$ cat config.mk
export PLATFORM = sky130hd
export DESIGN_NAME = stable_priority_queue_core
export DESIGN_NICKNAME = d
export VERILOG_FILES = /design/src/sv/spq_pkg.sv /design/src/sv/spq_cell.sv /design/src/sv/stable_priority_queue_core.sv
export SDC_FILE = /design/constraint.sdc
export NUM_CORES = 1
export LEC_CHECK = 0
export BUFFER_PORTS_ARGS = -buffer_cell sky130_fd_sc_hd__buf_4
export CORE_MARGIN = 5
export CORE_UTILIZATION = 69
export DETAILED_ROUTE_END_ITERATION = 12
export PLACE_DENSITY = 0.95
export SETUP_SLACK_MARGIN = 0.5
export SYNTH_ARGS = -nofsm -noshare
export SYNTH_HDL_FRONTEND = slang
export SYNTH_HIERARCHICAL = 1
export SYNTH_SLANG_ARGS = --single-unit
$ cat constraint.sdc
create_clock -name i_clk -period 13.4 [get_ports i_clk]
set_clock_uncertainty 0.05 [all_clocks]
set_input_delay 2.68 -clock i_clk [delete_from_list [all_inputs] [get_ports i_clk]]
set_output_delay 2.68 -clock i_clk [all_outputs]
set_load 0.02 [all_outputs]
$ cat src/sv/spq_pkg.sv
package spq_pkg;

    // Store size and field widths.
    localparam int CAPACITY      = 16;
    localparam int PRIORITY_BITS = 8;
    localparam int PAYLOAD_BITS  = 16;
    localparam int CNT_BITS      = $clog2(CAPACITY + 1);

    // Fixed widths of the result fields.
    localparam int STATUS_BITS   = 2;
    localparam int OCC_BITS      = 5;

    // Operation codes.
    localparam logic FUNC_INSERT = 1'b0;
    localparam logic FUNC_REMOVE = 1'b1;

    // Result status codes.
    typedef enum logic [STATUS_BITS-1:0] {
        ST_OK    = 2'd0,
        ST_EMPTY = 2'd1,
        ST_FULL  = 2'd2
    } t_status;

    // One stored entry.
    typedef struct packed {
        logic [PAYLOAD_BITS-1:0]  payload;
        logic [PRIORITY_BITS-1:0] prio;
    } t_entry;

    // Control broadcast from the top level to every cell.
    typedef struct packed {
        logic   ins;
        logic   rem;
        t_entry new_entry;
    } t_cell_ctl;

endpackage

$ cat src/sv/spq_cell.sv
module spq_cell (
    input  logic               i_clk,
    input  spq_pkg::t_cell_ctl i_ctl,
    input  logic               i_occupied,
    input  logic               i_prev_ge,
    input  spq_pkg::t_entry    i_prev_entry,
    input  spq_pkg::t_entry    i_next_entry,
    output spq_pkg::t_entry    o_entry,
    output logic               o_ge
);
    import spq_pkg::*;

    t_entry r_entry;
    t_entry n_entry;

    // The entry stays ahead of a new one when its priority is equal or higher.
    assign o_ge    = i_occupied && (r_entry.prio >= i_ctl.new_entry.prio);
    assign o_entry = r_entry;

    // Insert shifts entries toward the tail; remove shifts toward the head.
    always_comb begin
        n_entry = r_entry;
        if (i_ctl.ins) begin
            if (!i_prev_ge) begin
                n_entry = i_prev_entry;
            end else if (!o_ge) begin
                n_entry = i_ctl.new_entry;
            end
        end else if (i_ctl.rem) begin
            n_entry = i_next_entry;
        end
    end

    always_ff @(posedge i_clk) begin
        r_entry <= n_entry;
    end

endmodule

$ cat src/sv/stable_priority_queue_core.sv
// Channel   Ports                                        Direction  Handshake
// command   i_func, i_new_priority, i_new_payload        in         i_start high, o_busy low
// result    o_out_payload, o_out_priority, o_status,     out        o_strobe, one cycle
//           o_occupancy
//
// Each item's result appears on the cycle after it is accepted, so a new item may be
// started in every cycle and o_busy stays low.
// The rate is set by the row of cells, which all compare and shift in the same cycle.
// Reset is synchronous and clears only the entry count and the result strobe.
// The receiver cannot stall: each result is valid for exactly one cycle.
module stable_priority_queue_core (
    input  logic                              i_clk,
    input  logic                              i_rst_n,
    input  logic                              i_start,
    output logic                              o_busy,
    input  logic                              i_func,
    input  logic [spq_pkg::PRIORITY_BITS-1:0] i_new_priority,
    input  logic [spq_pkg::PAYLOAD_BITS-1:0]  i_new_payload,
    output logic                              o_strobe,
    output logic [spq_pkg::PAYLOAD_BITS-1:0]  o_out_payload,
    output logic [spq_pkg::PRIORITY_BITS-1:0] o_out_priority,
    output logic [spq_pkg::STATUS_BITS-1:0]   o_status,
    output logic [spq_pkg::OCC_BITS-1:0]      o_occupancy
);
    import spq_pkg::*;

    logic                     w_accept;
    logic                     w_full;
    logic                     w_empty;
    t_cell_ctl                w_ctl;
    t_entry                   w_entry [CAPACITY];
    logic                     w_ge    [CAPACITY];

    logic [CNT_BITS-1:0]      r_count;
    logic [CNT_BITS-1:0]      n_count;
    logic                     r_strobe;
    t_entry                   r_out;
    t_entry                   n_out;
    t_status                  r_status;
    t_status                  n_status;

    // The row never stalls, so no item is ever held off.
    assign o_busy   = 1'b0;
    assign w_accept = i_start && !o_busy;
    assign w_full   = (r_count == CNT_BITS'(CAPACITY));
    assign w_empty  = (r_count == '0);

    // Broadcast control to the cells; dropped inserts and empty removes change nothing.
    assign w_ctl.ins               = w_accept && (i_func == FUNC_INSERT) && !w_full;
    assign w_ctl.rem               = w_accept && (i_func == FUNC_REMOVE) && !w_empty;
    assign w_ctl.new_entry.prio    = i_new_priority;
    assign w_ctl.new_entry.payload = i_new_payload;

    // Row of cells, slot 0 at the head.
    for (genvar gi = 0; gi < CAPACITY; gi++) begin : g_cell
        logic   w_prev_ge;
        t_entry w_prev_entry;
        t_entry w_next_entry;

        if (gi == 0) begin : g_head
            assign w_prev_ge    = 1'b1;
            assign w_prev_entry = w_ctl.new_entry;
        end else begin : g_body
            assign w_prev_ge    = w_ge[gi-1];
            assign w_prev_entry = w_entry[gi-1];
        end

        if (gi == CAPACITY - 1) begin : g_tail
            assign w_next_entry = w_entry[gi];
        end else begin : g_inner
            assign w_next_entry = w_entry[gi+1];
        end

        spq_cell u_cell (
            .i_clk        (i_clk),
            .i_ctl        (w_ctl),
            .i_occupied   (CNT_BITS'(gi) < r_count),
            .i_prev_ge    (w_prev_ge),
            .i_prev_entry (w_prev_entry),
            .i_next_entry (w_next_entry),
            .o_entry      (w_entry[gi]),
            .o_ge         (w_ge[gi])
        );
    end

    // Next count and result contents.
    always_comb begin
        n_count  = r_count;
        n_out    = '0;
        n_status = ST_OK;
        if (i_func == FUNC_INSERT) begin
            if (w_full) begin
                n_status = ST_FULL;
            end else begin
                n_count = r_count + CNT_BITS'(1);
            end
        end else begin
            if (w_empty) begin
                n_status = ST_EMPTY;
            end else begin
                n_count = r_count - CNT_BITS'(1);
                n_out   = w_entry[0];
            end
        end
    end

    // Control registers.
    always_ff @(posedge i_clk) begin
        if (!i_rst_n) begin
            r_count  <= '0;
            r_strobe <= 1'b0;
        end else begin
            r_strobe <= w_accept;
            if (w_accept) begin
                r_count <= n_count;
            end
        end
    end

    // Result registers.
    always_ff @(posedge i_clk) begin
        if (w_accept) begin
            r_out    <= n_out;
            r_status <= n_status;
        end
    end

    assign o_strobe       = r_strobe;
    assign o_out_payload  = r_out.payload;
    assign o_out_priority = r_out.prio;
    assign o_status       = r_status;
    assign o_occupancy    = OCC_BITS'(r_count);

    // A result appears only on the cycle after an accepted item.
    a_strobe_follows_start: assert property (@(posedge i_clk) disable iff (!i_rst_n)
        r_strobe |-> $past(w_accept))
        else $error("result strobe without an accepted item");

    // The count never exceeds the store size.
    a_count_bounded: assert property (@(posedge i_clk) disable iff (!i_rst_n)
        r_count <= CNT_BITS'(CAPACITY))
        else $error("entry count beyond capacity");

    // An empty report leaves the queue empty, a full report leaves it full.
    a_empty_status: assert property (@(posedge i_clk) disable iff (!i_rst_n)
        (r_strobe && r_status == ST_EMPTY) |-> (r_count == '0))
        else $error("empty status with stored entries");

    a_full_status: assert property (@(posedge i_clk) disable iff (!i_rst_n)
        (r_strobe && r_status == ST_FULL) |-> (r_count == CNT_BITS'(CAPACITY)))
        else $error("full status with free slots");

    // A remove that succeeds lowers the count by one.
    a_remove_count: assert property (@(posedge i_clk) disable iff (!i_rst_n)
        w_ctl.rem |=> (r_count == $past(r_count) - CNT_BITS'(1)))
        else $error("remove did not lower the count");

endmodule
# ---- Word-level counts from Yosys, hierarchy flattened
# Cells that the tools add are included.
dict set report classes {
  add_sub_neg 2
  magnitude_cmp 32
  eq_ne 19
  n_mux 67
  bitwise 1
  n_reduce_logical 42
}
# cell count
set ops {}
lappend ops {{$mux W24} 61}
lappend ops {{$ge A8 B8 Y1} 16}
lappend ops {{$ne A3 B3 Y1 const B} 14}
lappend ops {{$lt A4 B5 Y1 const A} 8}
lappend ops {{$reduce_and A2 Y1} 16}
lappend ops {{$logic_and A1 B1 Y1} 20}
lappend ops {{$lt A3 B5 Y1 const A} 4}
lappend ops {{$mux W5} 3}
lappend ops {{$lt A1 B5 Y1 const A} 2}
lappend ops {{$lt A2 B5 Y1 const A} 2}
lappend ops {{$ne A2 B2 Y1 const B} 4}
lappend ops {{$add A5 B1 Y5 const B} 1}
lappend ops {{$eq A5 B5 Y1 const B} 1}
lappend ops {{$logic_not A5 Y1} 1}
lappend ops {{$sub A5 B1 Y5 const B} 1}
lappend ops {{$mux W2} 2}
lappend ops {{$reduce_and A3 Y1} 1}
lappend ops {{$logic_not A1 Y1} 2}
lappend ops {{$reduce_bool A2 Y1} 1}
lappend ops {{$reduce_or A2 Y1} 1}
lappend ops {{$mux W1} 1}
lappend ops {{$not A1 Y1} 1}
dict set report totals {
  ff_bits 416
  out_inout_bits 33
  wordCells 200
}

# ---- Depth between registers and ports, before layout
dict set report depth {
  ltp_word 5
  ltp_mapped 10
  ltp_nobuf 8
}

# ---- Hierarchy
# The synthesis kept the hierarchy.
# mod n_inst cells_per_inst area_per_inst_um2
set by_module_without_submodules {}
lappend by_module_without_submodules {{spq_cell (g_cell[0].u_cell ...)} 14 134 1422.6}
lappend by_module_without_submodules {{spq_cell (g_cell[8].u_cell ...)} 2 134 1432.6}
lappend by_module_without_submodules {stable_priority_queue_core 1 128 1517.7}

# ---- Least setup slack after synthesis
# Ideal clock, no wire load.
dict set report synth_timing {
  path_kind {input port to flip-flop}
  startpoint {in i_func}
  endpoint {reg g_cell[12].u_cell.r_entry, in the netlist g_cell[12].u_cell/o_entry[0], enable pin}
  setup_time_ps 420
  arrival_ps 5552
  path_slack_ps 7379
  stages 6
  path_buffers 3
  path_cell_list {buf_6 -> nor3b_1 -> clkbuf_1 -> clkbuf_1 -> nor2_1 -> a41oi_1}
}
# element line
set synth_rtl {}
lappend synth_rtl {{start, declared} stable_priority_queue_core.sv:16} ;# input logic i_func,
lappend synth_rtl {{end signal, assigned} spq_cell.sv:35} ;# r_entry <= n_entry;
lappend synth_rtl {{end, declared} spq_cell.sv:13} ;# t_entry r_entry;

==> key figures <==
Die
  – Chip width: approximately 200 µm
  – Die area: between 30000 and 40000 µm²
  – Num rows: just under 70
  – Core area: 34600 µm²
  – Floorplan die height: just under 200 µm
  – # IOs: 61
  – Initial core utilization: about 70%

Clocking
  – CTS Buf Count: 42
  – Sink Count: 416
  – Worst-skew pair later-pin latency: 0.58 ns
  – Longest Clk Path Bufs: 3
  – CTS Root Cell: clkbuf_16
  – CTS clk-pin slew, worst paths: around 0.07 ns
  – PostCTS Resize Cnt: 0
  – CTS H-tree lvls: 2
  – CTS tree: yes
  – Setup repair bufs after CTS: 0
  – Post-cts hold buffer count: 0

Layout
  – Net count, final: 2403
  – Share of layout cells above drive strength 1: between 7 and 8%
  – Post-route insts no fill: 2730
  – Area Growth Syn to Fin: 7.77%
  – Diodes inserted: 0
  – Fillers: approximately 1800

Detailed routing
  – DR iter-0 viols: 2526
  – DR WL met2: between 30000 and 40000 µm
  – WL met1: about 22000 µm
  – Final WL: 60300 µm
  – Final antenna-violating net count: 0
  – Avg Vias per Cell: roughly 6.6
  – Vias: 18100
  – DRC: 0
  – First drt pass iteration count: 6
  – Met3 Wirelength: roughly 5300 µm
  – Top Metal Used: met4
  – Routed wire per std cell: 22.1 µm

STA
  – Hold slack: 0.507 ns
  – RSZ-0062 raised after global routing: false
  – Final worst-path cycle share: 48.9%
  – Achievable frequency: roughly 0.15 GHz
  – Slew of the pin with the lowest slew margin: 1.31 ns
  – Max_slew headroom: 12.7%
  – Final count of pins violating max slew: 0
  – Setup TNS: 0 ns
  – Clock period minus worst slack: between 6 and 7 ns
  – Hold Vio Cnt, Final: 0
  – Count of final setup violators: 0

Placement
  – IO Port Bufs: 59
  – Placed insts: 2655
  – Post-DP HPWL: 37400 µm
  – Gpl congestion: 0.851

Global routing
  – Vias in the first global route: around 18000
  – Initial antenna violation count: 0
  – All-Layer GR Usage: 30.3%
  – GRT overflow: 0
  – First-pass GRT wire length: 96800 µm
  – Largest net degree at the start of global routing: 312

Worst setup path
  – Cell family with most CP delay: buffers and inverters
  – Delay of the slowest critical-path stage: 1.10 ns
  – CP arrival: 6.88 ns
  – CP Capture Type: flop
  – Crit-path cells: buf_4, inv_1, nor3b_2, buf_12, buf_12, buf_4, nor2_1, a21oi_1
  – Setup CP Type: primary input to flop
  – Required time of the critical path: 13.73 ns
  – Crit path buffers/inverters: 5
  – CP max stage cell: buf_4
  – CP max FO: about 310
  – Critical path launch point type: primary input

Worst hold path
  – Hold WC Path Type: flop to flop

Power and ir drop
  – Logic gate share of total power: 25.9%
  – Maximum vdd drop: 0.114 mV
  – Leakage: 9.81 nW
  – Clock power share: 27.9%
  – Pint: 2.75 mW
  – Switching pwr: 1.34 mW
  – Switching part of the total: 32.7%
  – Seq pwr share: roughly 46%
  – PD cells: 156 nW/µm²

Synth
  – Mapped cell area: 24300 µm²
  – Post-Synthesis Net Count: between 2000 and 2500
  – Mean post-synth cell area: 10.7 µm²
  – Cells after synthesis: 2271
  – Number of synthesis warnings: 6

Flow run
  – Max Cap Viol: 0

Outcome
  – Status: completed
## placed cells by master, fill, tap and decap left out, types with 18 or more instances in the layout
cell type  count
mux2i_1      387
and2_1        29
or3_1         18
edfxtp_1     410
clkbuf_16     42
a21oi_1      416
buf_4         80
nand2_1       42
ha_1         131
inv_1        133
nor2_1       420
## registers in the layout, indices dropped and copies added (netlist names)
name / cells
g_cell.u_cell/o_entry: 384
o_out_payload: 16
o_out_priority: 8
o_occupancy: 5
o_status: 2
o_strobe: 1
## per-layer routing
layer  up-vias  global-route usage, %
li1       8152                      -
met1      8520                   38.3
met2      1227                   52.3
met3       250                   4.33
met4         0                   13.3
met5         -                      0
## power groups by stage
stage               registers [mW]  logic (mW)  clock network (mW)
global placement              1.88       0.921                   0
global route                  1.91        1.15                1.20
finish                        1.89        1.06                1.14
floorplan                     1.87       0.734                   0
CTS                           1.88        1.04                1.15
detailed placement            1.90        1.00                   0
## metrics by stage
stage	area, µm²	power [mW]	util [%]	worst slack, ns
2_1_floorplan	24300	2.60	-	7.38
3_3_place_gp	24900	2.80	71.9	6.84
3_5_place_dp	24900	2.90	71.9	6.62
4_1_cts	26200	4.07	75.6	7.09
5_1_grt	26200	4.25	75.6	6.66
6_report	26200	4.09	75.6	6.85
## final timing paths
kind,from,to,slack (ns),cells after the start
max,i_start,g_cell[9].u_cell/o_entry[12],6.85,8
min,g_cell[0].u_cell/o_entry[22],o_out_payload[14],0.51,1
max reg2reg,o_occupancy[1],g_cell[9].u_cell/o_entry[12],8.24,9
min reg2reg,g_cell[0].u_cell/o_entry[22],o_out_payload[14],0.51,1
## layout make-up
class | instances | area (µm²) | share of cell area (%)
flip-flops and latches | 416 | 12400 | 47.5
multi-input cells | 1569 | 10800 | 41.1
clock buffers | 49 | 1080 | 4.11
repair buffers | 82 | 641 | 2.45
well taps | 455 | 569 | 2.17
inverters | 133 | 499 | 1.91
clock inverters | 26 | 210 | 0.803
Note: power is estimated with default switching activity, not from simulation.
